File: config.mk
export PLATFORM = sky130hd
export DESIGN_NAME = sobel_root_cell
export DESIGN_NICKNAME = d
export VERILOG_FILES = /design/src/rtl/sobel_pkg.sv /design/src/rtl/sobel_root_cell.sv
export SDC_FILE = /design/constraint.sdc
export NUM_CORES = 1
export LEC_CHECK = 0
export ABC_CLOCK_PERIOD_IN_PS = 800
export BUFFER_PORTS_ARGS = -buffer_cell sky130_fd_sc_hd__buf_2
export CAP_MARGIN = 40
export CORE_UTILIZATION = 50
export DETAILED_ROUTE_END_ITERATION = 7
export PLACE_DENSITY = 0.87
export SYNTH_ARGS = -nofsm -noshare
export SYNTH_HDL_FRONTEND = slang
export SYNTH_SLANG_ARGS = --single-unit
File: constraint.sdc
create_clock -name clk -period 0.8 [get_ports clk]
set_input_delay 0.08 -clock clk [delete_from_list [all_inputs] [get_ports clk]]
set_output_delay 0.08 -clock clk [all_outputs]
set_load 0.01 [all_outputs]
File: src/rtl/sobel_pkg.sv
// ----------------------------------------------------------------------------
// sobel_pkg
// Shared constants and types for the Sobel edge magnitude block.
// ----------------------------------------------------------------------------
package sobel_pkg;

    localparam int DEFAULT_MAX_WIDTH = 2048;
    localparam int PIX_W             = 24;
    localparam int CFG_AW            = 3;

    localparam logic [CFG_AW-1:0] ADDR_WIDTH  = 3'd0;
    localparam logic [CFG_AW-1:0] ADDR_HEIGHT = 3'd4;

    localparam logic [11:0] RESET_WIDTH  = 12'd640;
    localparam logic [15:0] RESET_HEIGHT = 16'd480;

    // one root stage hands this word to the next
    typedef struct packed {
        logic        valid;
        logic        eof;
        logic [16:0] rem0;
        logic [16:0] rem1;
        logic [16:0] rem2;
        logic [7:0]  res0;
        logic [7:0]  res1;
        logic [7:0]  res2;
        logic        sat0;
        logic        sat1;
        logic        sat2;
    } root_word_t;

endpackage

File: src/rtl/sobel_root_cell.sv
// ----------------------------------------------------------------------------
// sobel_root_cell
// One bit of a restoring square root for all three channels, registered.
// ----------------------------------------------------------------------------
module sobel_root_cell
#(
    parameter int BIT = 7
)
(
    input  logic                 clk,
    input  logic                 rst_n,
    input  sobel_pkg::root_word_t din,
    output sobel_pkg::root_word_t dout
);
    import sobel_pkg::*;

    root_word_t word_reg;
    root_word_t word_next;

    // s kept as remainder s - res^2; try t = res | bit
    function automatic void step(input logic [16:0] rem, input logic [7:0] res,
                                 output logic [16:0] rem_o, output logic [7:0] res_o);
        logic [17:0] trial;
        trial = ({10'd0, res} << (BIT + 1)) + (18'd1 << (2 * BIT));
        if ({1'b0, rem} >= trial)
        begin
            rem_o = rem - trial[16:0];
            res_o = res | (8'd1 << BIT);
        end
        else
        begin
            rem_o = rem;
            res_o = res;
        end
    endfunction

    always_comb
    begin
        word_next = din;
        step(din.rem0, din.res0, word_next.rem0, word_next.res0);
        step(din.rem1, din.res1, word_next.rem1, word_next.res1);
        step(din.rem2, din.res2, word_next.rem2, word_next.res2);
    end

    always_ff @(posedge clk or negedge rst_n)
    begin
        if (!rst_n)
            word_reg <= '0;
        else
            word_reg <= word_next;
    end

    assign dout = word_reg;

endmodule

==> results of run 1 <==
==> timing repair <==
| action | in CTS |
|---|---|
| pin swaps | 36 |
| cloned | 1 |
| hold endpoints to repair | 144 |
| buffers inserted | 12 |
| resized for setup | 98 |
| setup endpoints to repair | 110 |
| hold buffers | 65 |
==> stage by stage <==
stage	hold slack, ns	utilization	TNS, ns
after CTS	0.0006366	0.9767	-28.21
after detailed placement	0.07577	0.7893	-32.76
after global placement	0.07406	0.7893	-31.40
after floorplan	-0.2156	-	-27.71
==> cell families after synthesis <==
kind of cell             Yosys count
flip-flops                        80
adder cells (fa/ha/maj)           33
XOR/XNOR                          13
multiplexers                      27
AND/OR/NAND/NOR                   71
buffers and inverters             34
AO/OA/AOI/OAI                     54
==> results.json, run 1 <==
{
  "num_rows": 31,
  "synth_commonest_cells": "80 x dfrtp_1, 33 x inv_1, 30 x ha_1",
  "die_h_microns": 89.28,
  "ys.flop_type": "dfrtp_1",
  "numPortBuffers": 161,
  "synth_xor_xnor_area_share": 0.02989,
  "error": "[ERROR DPL-0038] Utilization greater than 100%, impossible to legalize",
  "synth_top_family_by_area": "compound AO/OA/AOI/OAI gates",
  "synth-edff-count": 0,
  "cts-buffers-inserted": 9,
  "globalplace.congestion": 0.8824,
  "synth_cell_types": 54,
  "status": "did not finish",
  "clock_path_buffers": 2,
  "syn_inst": 312,
  "worst-ep-kind": "register input",
  "muxShareOfSynthArea": 0.07753,
  "ys_warn_count": 0,
  "ys_ff_latch": 80,
  "pre_cts_slack_ns": -1.220,
  "cts_max_level": 3,
  "syn-cell-area_sq_um": 3809,
  "worst_endpoint": "dout[58]$_DFF_PN0_/D",
  "syn_nets": 427,
  "placed_cell_area_sq_um": 5756,
  "synth_area_per_cell_sq_um": 12.21,
  "synth_top_area_frac": 0.5256,
  "yosysTopAreaCell": "dfrtp_1",
  "place_hpwl_microns": 8642,
  "cts.sinks": 80,
  "synthTopCellsByArea": "dfrtp_1 53%, ha_1 9.9%, mux2_2 4.7%",
  "ys_async_sr_fraction": 1.000,
  "io_pins": 162,
  "synth_seq_area_share": 0.5256,
  "root_buffer": "clkbuf_8",
  "synth_compound_area_frac": 0.1150,
  "grt_start_max_net_pins": 42,
  "place_inst": 647,
  "synth-adder-area-share": 0.1143,
  "yosys.area_share.simple": 0.1041,
  "die_x_microns": 89.28,
  "lastStage": "5_1_grt",
  "initial_core_util": 0.5223,
  "post-synth-top-count-cell": "dfrtp_1"
}
==> run 2, diff against run 1 <==
- CORE_UTILIZATION: 50 -> 35
- PLACE_DENSITY: 0.87 -> default
- PLACE_DENSITY_LB_ADDON: default -> 0.15
==> results.json, run 2 <==
{
  "violations": "setup timing",
  "seq_power_share": 0.376,
  "crit_fanout": 5,
  "io_pins": 162,
  "grt_pass1_vias": 4083,
  "synthTopCellsByArea": "dfrtp_1 53%, ha_1 9.9%, mux2_2 4.7%",
  "drt-vias-per-instance": 4.619,
  "crit_chain": "buf_8 > inv_4 > ha_4 > a21o_1 > a21oi_2 > nand3_2 > a221oi_4 > buf_6 > mux2_4",
  "fmax_mhz": 689.7,
  "globalplace.congestion": 0.7932,
  "post-synth-top-count-cell": "dfrtp_1",
  "layout_min_cycle_time_ns": 1.450,
  "final_cell_mix": "128 x buf_2, 91 x buf_4, 80 x dfrtp_1",
  "syn-cell-area_sq_um": 3809,
  "power_mw": 12.11,
  "worst-path-stages": 9,
  "pre_cts_slack_ns": -1.187,
  "core_area_sq_um": 10420,
  "synth-edff-count": 0,
  "ys_ff_latch": 80,
  "cts-buffers-inserted": 9,
  "rsz0062_at_grt": "yes",
  "clk_pin_slew_ns": 0.09,
  "period_share": 1.812,
  "drt-initial-drc-count": 53,
  "max_slew_margin": 0.7348,
  "largest_reg_flops": 80,
  "ir_drop_mv": 1.036,
  "dieArea_sq_um": 11300,
  "cp-start-kind": "input pin",
  "timing.critical_path.required_ns": 1.04,
  "power_density_nw_per_um2": 1649,
  "synth_commonest_cells": "80 x dfrtp_1, 33 x inv_1, 30 x ha_1",
  "num_rows": 37,
  "wl_per_cell_microns": 14.46,
  "cpMaxStageDelayCell": "mux2_4",
  "final_common_cell": "buf_2",
  "ys.flop_type": "dfrtp_1",
  "num_vias": 3677,
  "die_x_microns": 106.3,
  "fillCellCount": 768,
  "tightest_slew_ns": 0.3967,
  "antenna_found_initial": 0,
  "layout-drive-gt1-share": 0.5682,
  "initial_core_util": 0.3656,
  "clock_path_buffers": 2,
  "fin_setup_tns_ns": -28.67,
  "grt_pass1_wl_microns": 18600,
  "syn_nets": 427,
  "setup.worst_path.start": "din[6]",
  "cts_max_level": 3,
  "arrival_ns": 1.69,
  "ys_warn_count": 0,
  "grt_start_max_net_pins": 35,
  "cellLeakagePower_nw": 3.572,
  "finalHoldViolations": 0,
  "p_sw_frac": 0.2811,
  "critPathKind": "in -> reg",
  "cap_violations": 0,
  "endpoint": "dout[42]",
  "fin_ws_ns": -0.6499,
  "synth_seq_area_share": 0.5256,
  "p_int_mw": 8.708,
  "numPortBuffers": 161,
  "drc_errors": 0,
  "power.switching_mw": 3.404,
  "nets": 770,
  "clock_power_share": 0.277,
  "synth_cell_types": 54,
  "status": "finished with violations",
  "overflow": 0,
  "setup_viol": 110,
  "max_stage_delay_ns": 0.31,
  "fin_cells": 796,
  "grt_util_all_layers": 0.2131,
  "die_h_microns": 106.3,
  "cts.sinks": 80,
  "yosysTopAreaCell": "dfrtp_1",
  "place_inst": 693,
  "drtPass1Iterations": 4,
  "cts_tree": "built",
  "ys_async_sr_fraction": 1.000,
  "crit_path_end_kind": "register",
  "combPwrFrac": 0.348,
  "root_buffer": "clkbuf_8",
  "crit_family": "compound AO/OA/AOI/OAI gates",
  "synth_top_area_frac": 0.5256,
  "finalWirelength_microns": 11510,
  "place_hpwl_microns": 7989,
  "area_growth_pct": 92.84,
  "syn_inst": 312,
  "ant_nets": 0,
  "slew_violations": 0,
  "crit_buf_inv": 3,
  "hold_path.class": "in -> reg",
  "diodes": 0,
  "synth_area_per_cell_sq_um": 12.21
}
-- run 2: how the worst min path moves through the flow --
stage / startpoint / end / cells after the start
after floorplan: rst_n / dout[0] / 0
after global placement: rst_n / dout[27] / 1
after detailed placement: rst_n / dout[27] / 1
after CTS: din[36] / dout[36] / 3
after global routing: din[11] / dout[52] / 3
final: din[11] / dout[52] / 3
-- run 2: worst min-delay path, stage by stage --
cell     delay [ns]
buf_6          0.08
ha_4           0.13
mux2i_1        0.06
-- run 2: cell type report --
type | count | area (sq um) | share of cell area
Inverter | 33 | 138.9 | 0.01891
Tap cell | 136 | 170.2 | 0.02317
Sequential cell | 80 | 2002 | 0.2726
Clock buffer | 11 | 141.4 | 0.01925
Clock inverter | 5 | 80.08 | 0.01090
Multi-Input combinational cell | 198 | 2242 | 0.3053
Timing Repair Buffer | 333 | 2570 | 0.3499
-- run 2: stage by stage --
stage / cell area [sq um] / util / hold slack, ns
floorplan: 4219 / - / -0.2156
global placement: 5882 / 0.5647 / -0.03641
detailed placement: 5882 / 0.5647 / -0.03231
CTS: 7202 / 0.6914 / 0.01915
global route: 7345 / 0.7051 / 0.01092
finish: 7345 / 0.7051 / 0.01432
-- run 2: kinds of logic after synthesis --
| kind of cell | synth area share |
|---|---|
| AOI/OAI and AO/OA | 0.1150 |
| DFF | 0.5256 |
| and+or+nand+nor | 0.1041 |
| buffers and inverters | 0.03351 |
| xor gates and xnor gates | 0.02990 |
| muxes | 0.07753 |
| adders and majority gates | 0.1143 |
-- run 2: power by group through the flow --
stage                     clock (mW)  combinational, mW  sequential [mW]
after global placement             0               3.46             4.61
after detailed placement           0               3.51             4.61
after floorplan                    0               1.68             4.85
after CTS                       3.43               4.13             4.54
after global routing            3.63               4.57             4.59
final                           3.35               4.21             4.55
-- run 2: layer usage --
metal,vias up,global-route usage,part of all wire
met5,-,0,0
met4,0,0.08333,0.018
met1,1748,0.2377,0.38
li1,1793,-,-
met3,18,0.05212,0.062
met2,118,0.3873,0.54
-- run 2: repair_timing --
action                                  CTS  global route
resized for setup                        61            34
endpoints found under the setup margin  110           110
hold buffers                             73             0
buffers inserted                         13             5
pin swaps                                16            19
hold endpoints to repair                152             0
cloned                                    1             0
Power figures use the tool's default switching activity.
==> run 3, diff against run 2 <==
- PLACE_DENSITY: default -> 0.63
- PLACE_DENSITY_LB_ADDON: 0.15 -> default
- TNS_END_PERCENT: default -> 50
==> results.json, run 3 (synthesized netlist as in run 2, its figures left out) <==
{
  "core_area_sq_um": 10420,
  "grt_util_all_layers": 0.2043,
  "crit_chain": "buf_2 > inv_1 > ha_4 > a21o_1 > a21oi_2 > nand3_2 > a221oi_4 > buf_6 > mux2_4",
  "setup_viol": 110,
  "critPathKind": "in -> reg",
  "max_stage_delay_ns": 0.30,
  "num_vias": 3668,
  "seqCellArea_sq_um": 2002,
  "arrival_ns": 1.67,
  "cts_max_level": 3,
  "io_pins": 162,
  "globalplace.congestion": 0.8209,
  "area_growth_pct": 88.67,
  "wl_per_cell_microns": 13.91,
  "crit_family": "compound AO/OA/AOI/OAI gates",
  "cpMaxStageDelayCell": "a221oi_4",
  "cts.sinks": 80,
  "multiInputGateArea_sq_um": 2242,
  "tightest_slew_ns": 0.4481,
  "drt-initial-drc-count": 74,
  "slew_violations": 0,
  "nets": 763,
  "root_buffer": "clkbuf_8",
  "cts-buffers-inserted": 9,
  "place_hpwl_microns": 7909,
  "max_slew_margin": 0.6985,
  "violations": "setup timing",
  "crit_buf_inv": 3,
  "crit_fanout": 5,
  "numPortBuffers": 161,
  "period_share": 1.791,
  "clk_pin_slew_ns": 0.08,
  "ant_nets": 0,
  "initial_core_util": 0.3656,
  "power_mw": 11.37,
  "layout-drive-gt1-share": 0.5798,
  "power_density_nw_per_um2": 1582,
  "hold_path.class": "in -> reg",
  "num_rows": 37,
  "grt_start_max_net_pins": 45,
  "status": "finished with violations",
  "hold_ws_ns": 0.01743,
  "drt-vias-per-instance": 4.643,
  "pre_cts_slack_ns": -1.280,
  "placed_cell_area_sq_um": 5846,
  "finalHoldViolations": 0,
  "largest_reg_flops": 80,
  "die_x_microns": 106.3,
  "fmax_mhz": 697.8,
  "cap_violations": 0,
  "finalWirelength_microns": 10990,
  "antenna_found_initial": 3,
  "drc_errors": 0,
  "design_area_sq_um": 7186,
  "rsz0062_at_grt": "yes",
  "fillCellCount": 747,
  "cp-start-kind": "input pin",
  "grt_pass1_wl_microns": 17930,
  "final_common_cell": "buf_2",
  "cellLeakagePower_nw": 3.491,
  "cts_tree": "built",
  "ir_drop_mv": 0.9124,
  "dieArea_sq_um": 11300,
  "fin_ws_ns": -0.6330,
  "grt_pass1_vias": 3871,
  "layout_min_cycle_time_ns": 1.433,
  "die_h_microns": 106.3,
  "timing.critical_path.required_ns": 1.04,
  "clock_path_buffers": 2,
  "overflow": 0,
  "final_cell_mix": "133 x buf_2, 85 x buf_4, 80 x dfrtp_1",
  "crit_path_end_kind": "register",
  "drtPass1Iterations": 4
}
[run 3: worst paths after layout]
| path | start | end | slack, ns | depth (start not counted) |
|---|---|---|---|---|
| setup / recovery | din[5] | dout[37] | -0.63 | 9 |
| min in group asynchronous | rst_n | dout[62] | 0.23 | 3 |
| max in group asynchronous | rst_n | dout[37] | 0.34 | 3 |
| hold / removal | din[42] | dout[42] | 0.02 | 2 |
[run 3: cell type report]
class / count / share of cell area
repair buffers: 326 / 0.3434
multi-input cells: 198 / 0.3120
flip-flops and latches: 80 / 0.2786
well taps: 136 / 0.02368
inverters: 33 / 0.01898
clock buffers: 10 / 0.01776
clock inverters: 5 / 0.004876
diodes: 2 / 0.0006965
[run 3: per-stage QoR]
stage               utilization  TNS (ns)  cells
global route             0.6894    -31.75    788
floorplan                     -    -27.60    312
global placement         0.5612    -32.95    693
finish                   0.6899    -27.82    790
CTS                      0.6771    -28.30    787
detailed placement       0.5612    -33.24    693
[run 3: per-layer routing]
| layer | global-route usage | part of all wire | vias to the layer above |
|---|---|---|---|
| met1 | 0.2365 | 0.41 | 1760 |
| met4 | 0.06746 | 0.015 | 2 |
| met3 | 0.06376 | 0.070 | 20 |
| li1 | - | - | 1778 |
| met5 | 0 | 0.0010 | - |
| met2 | 0.3567 | 0.51 | 108 |
[run 3: what timing repair did]
action,in CTS,in global routing
pin swaps,33,12
resized for setup,71,28
hold endpoints to repair,147,0
hold buffers,68,0
endpoints found under the setup margin,110,110
setup buffers,11,1
[run 3: report_power, final]
| part | switching [mW] | internal, mW | total, mW |
|---|---|---|---|
| Sequential | 0.120 | 4.43 | 4.55 |
| Combinational | 1.76 | 2.43 | 4.19 |
| Clock | 1.51 | 1.11 | 2.62 |
| Total | 3.39 | 7.97 | 11.4 |
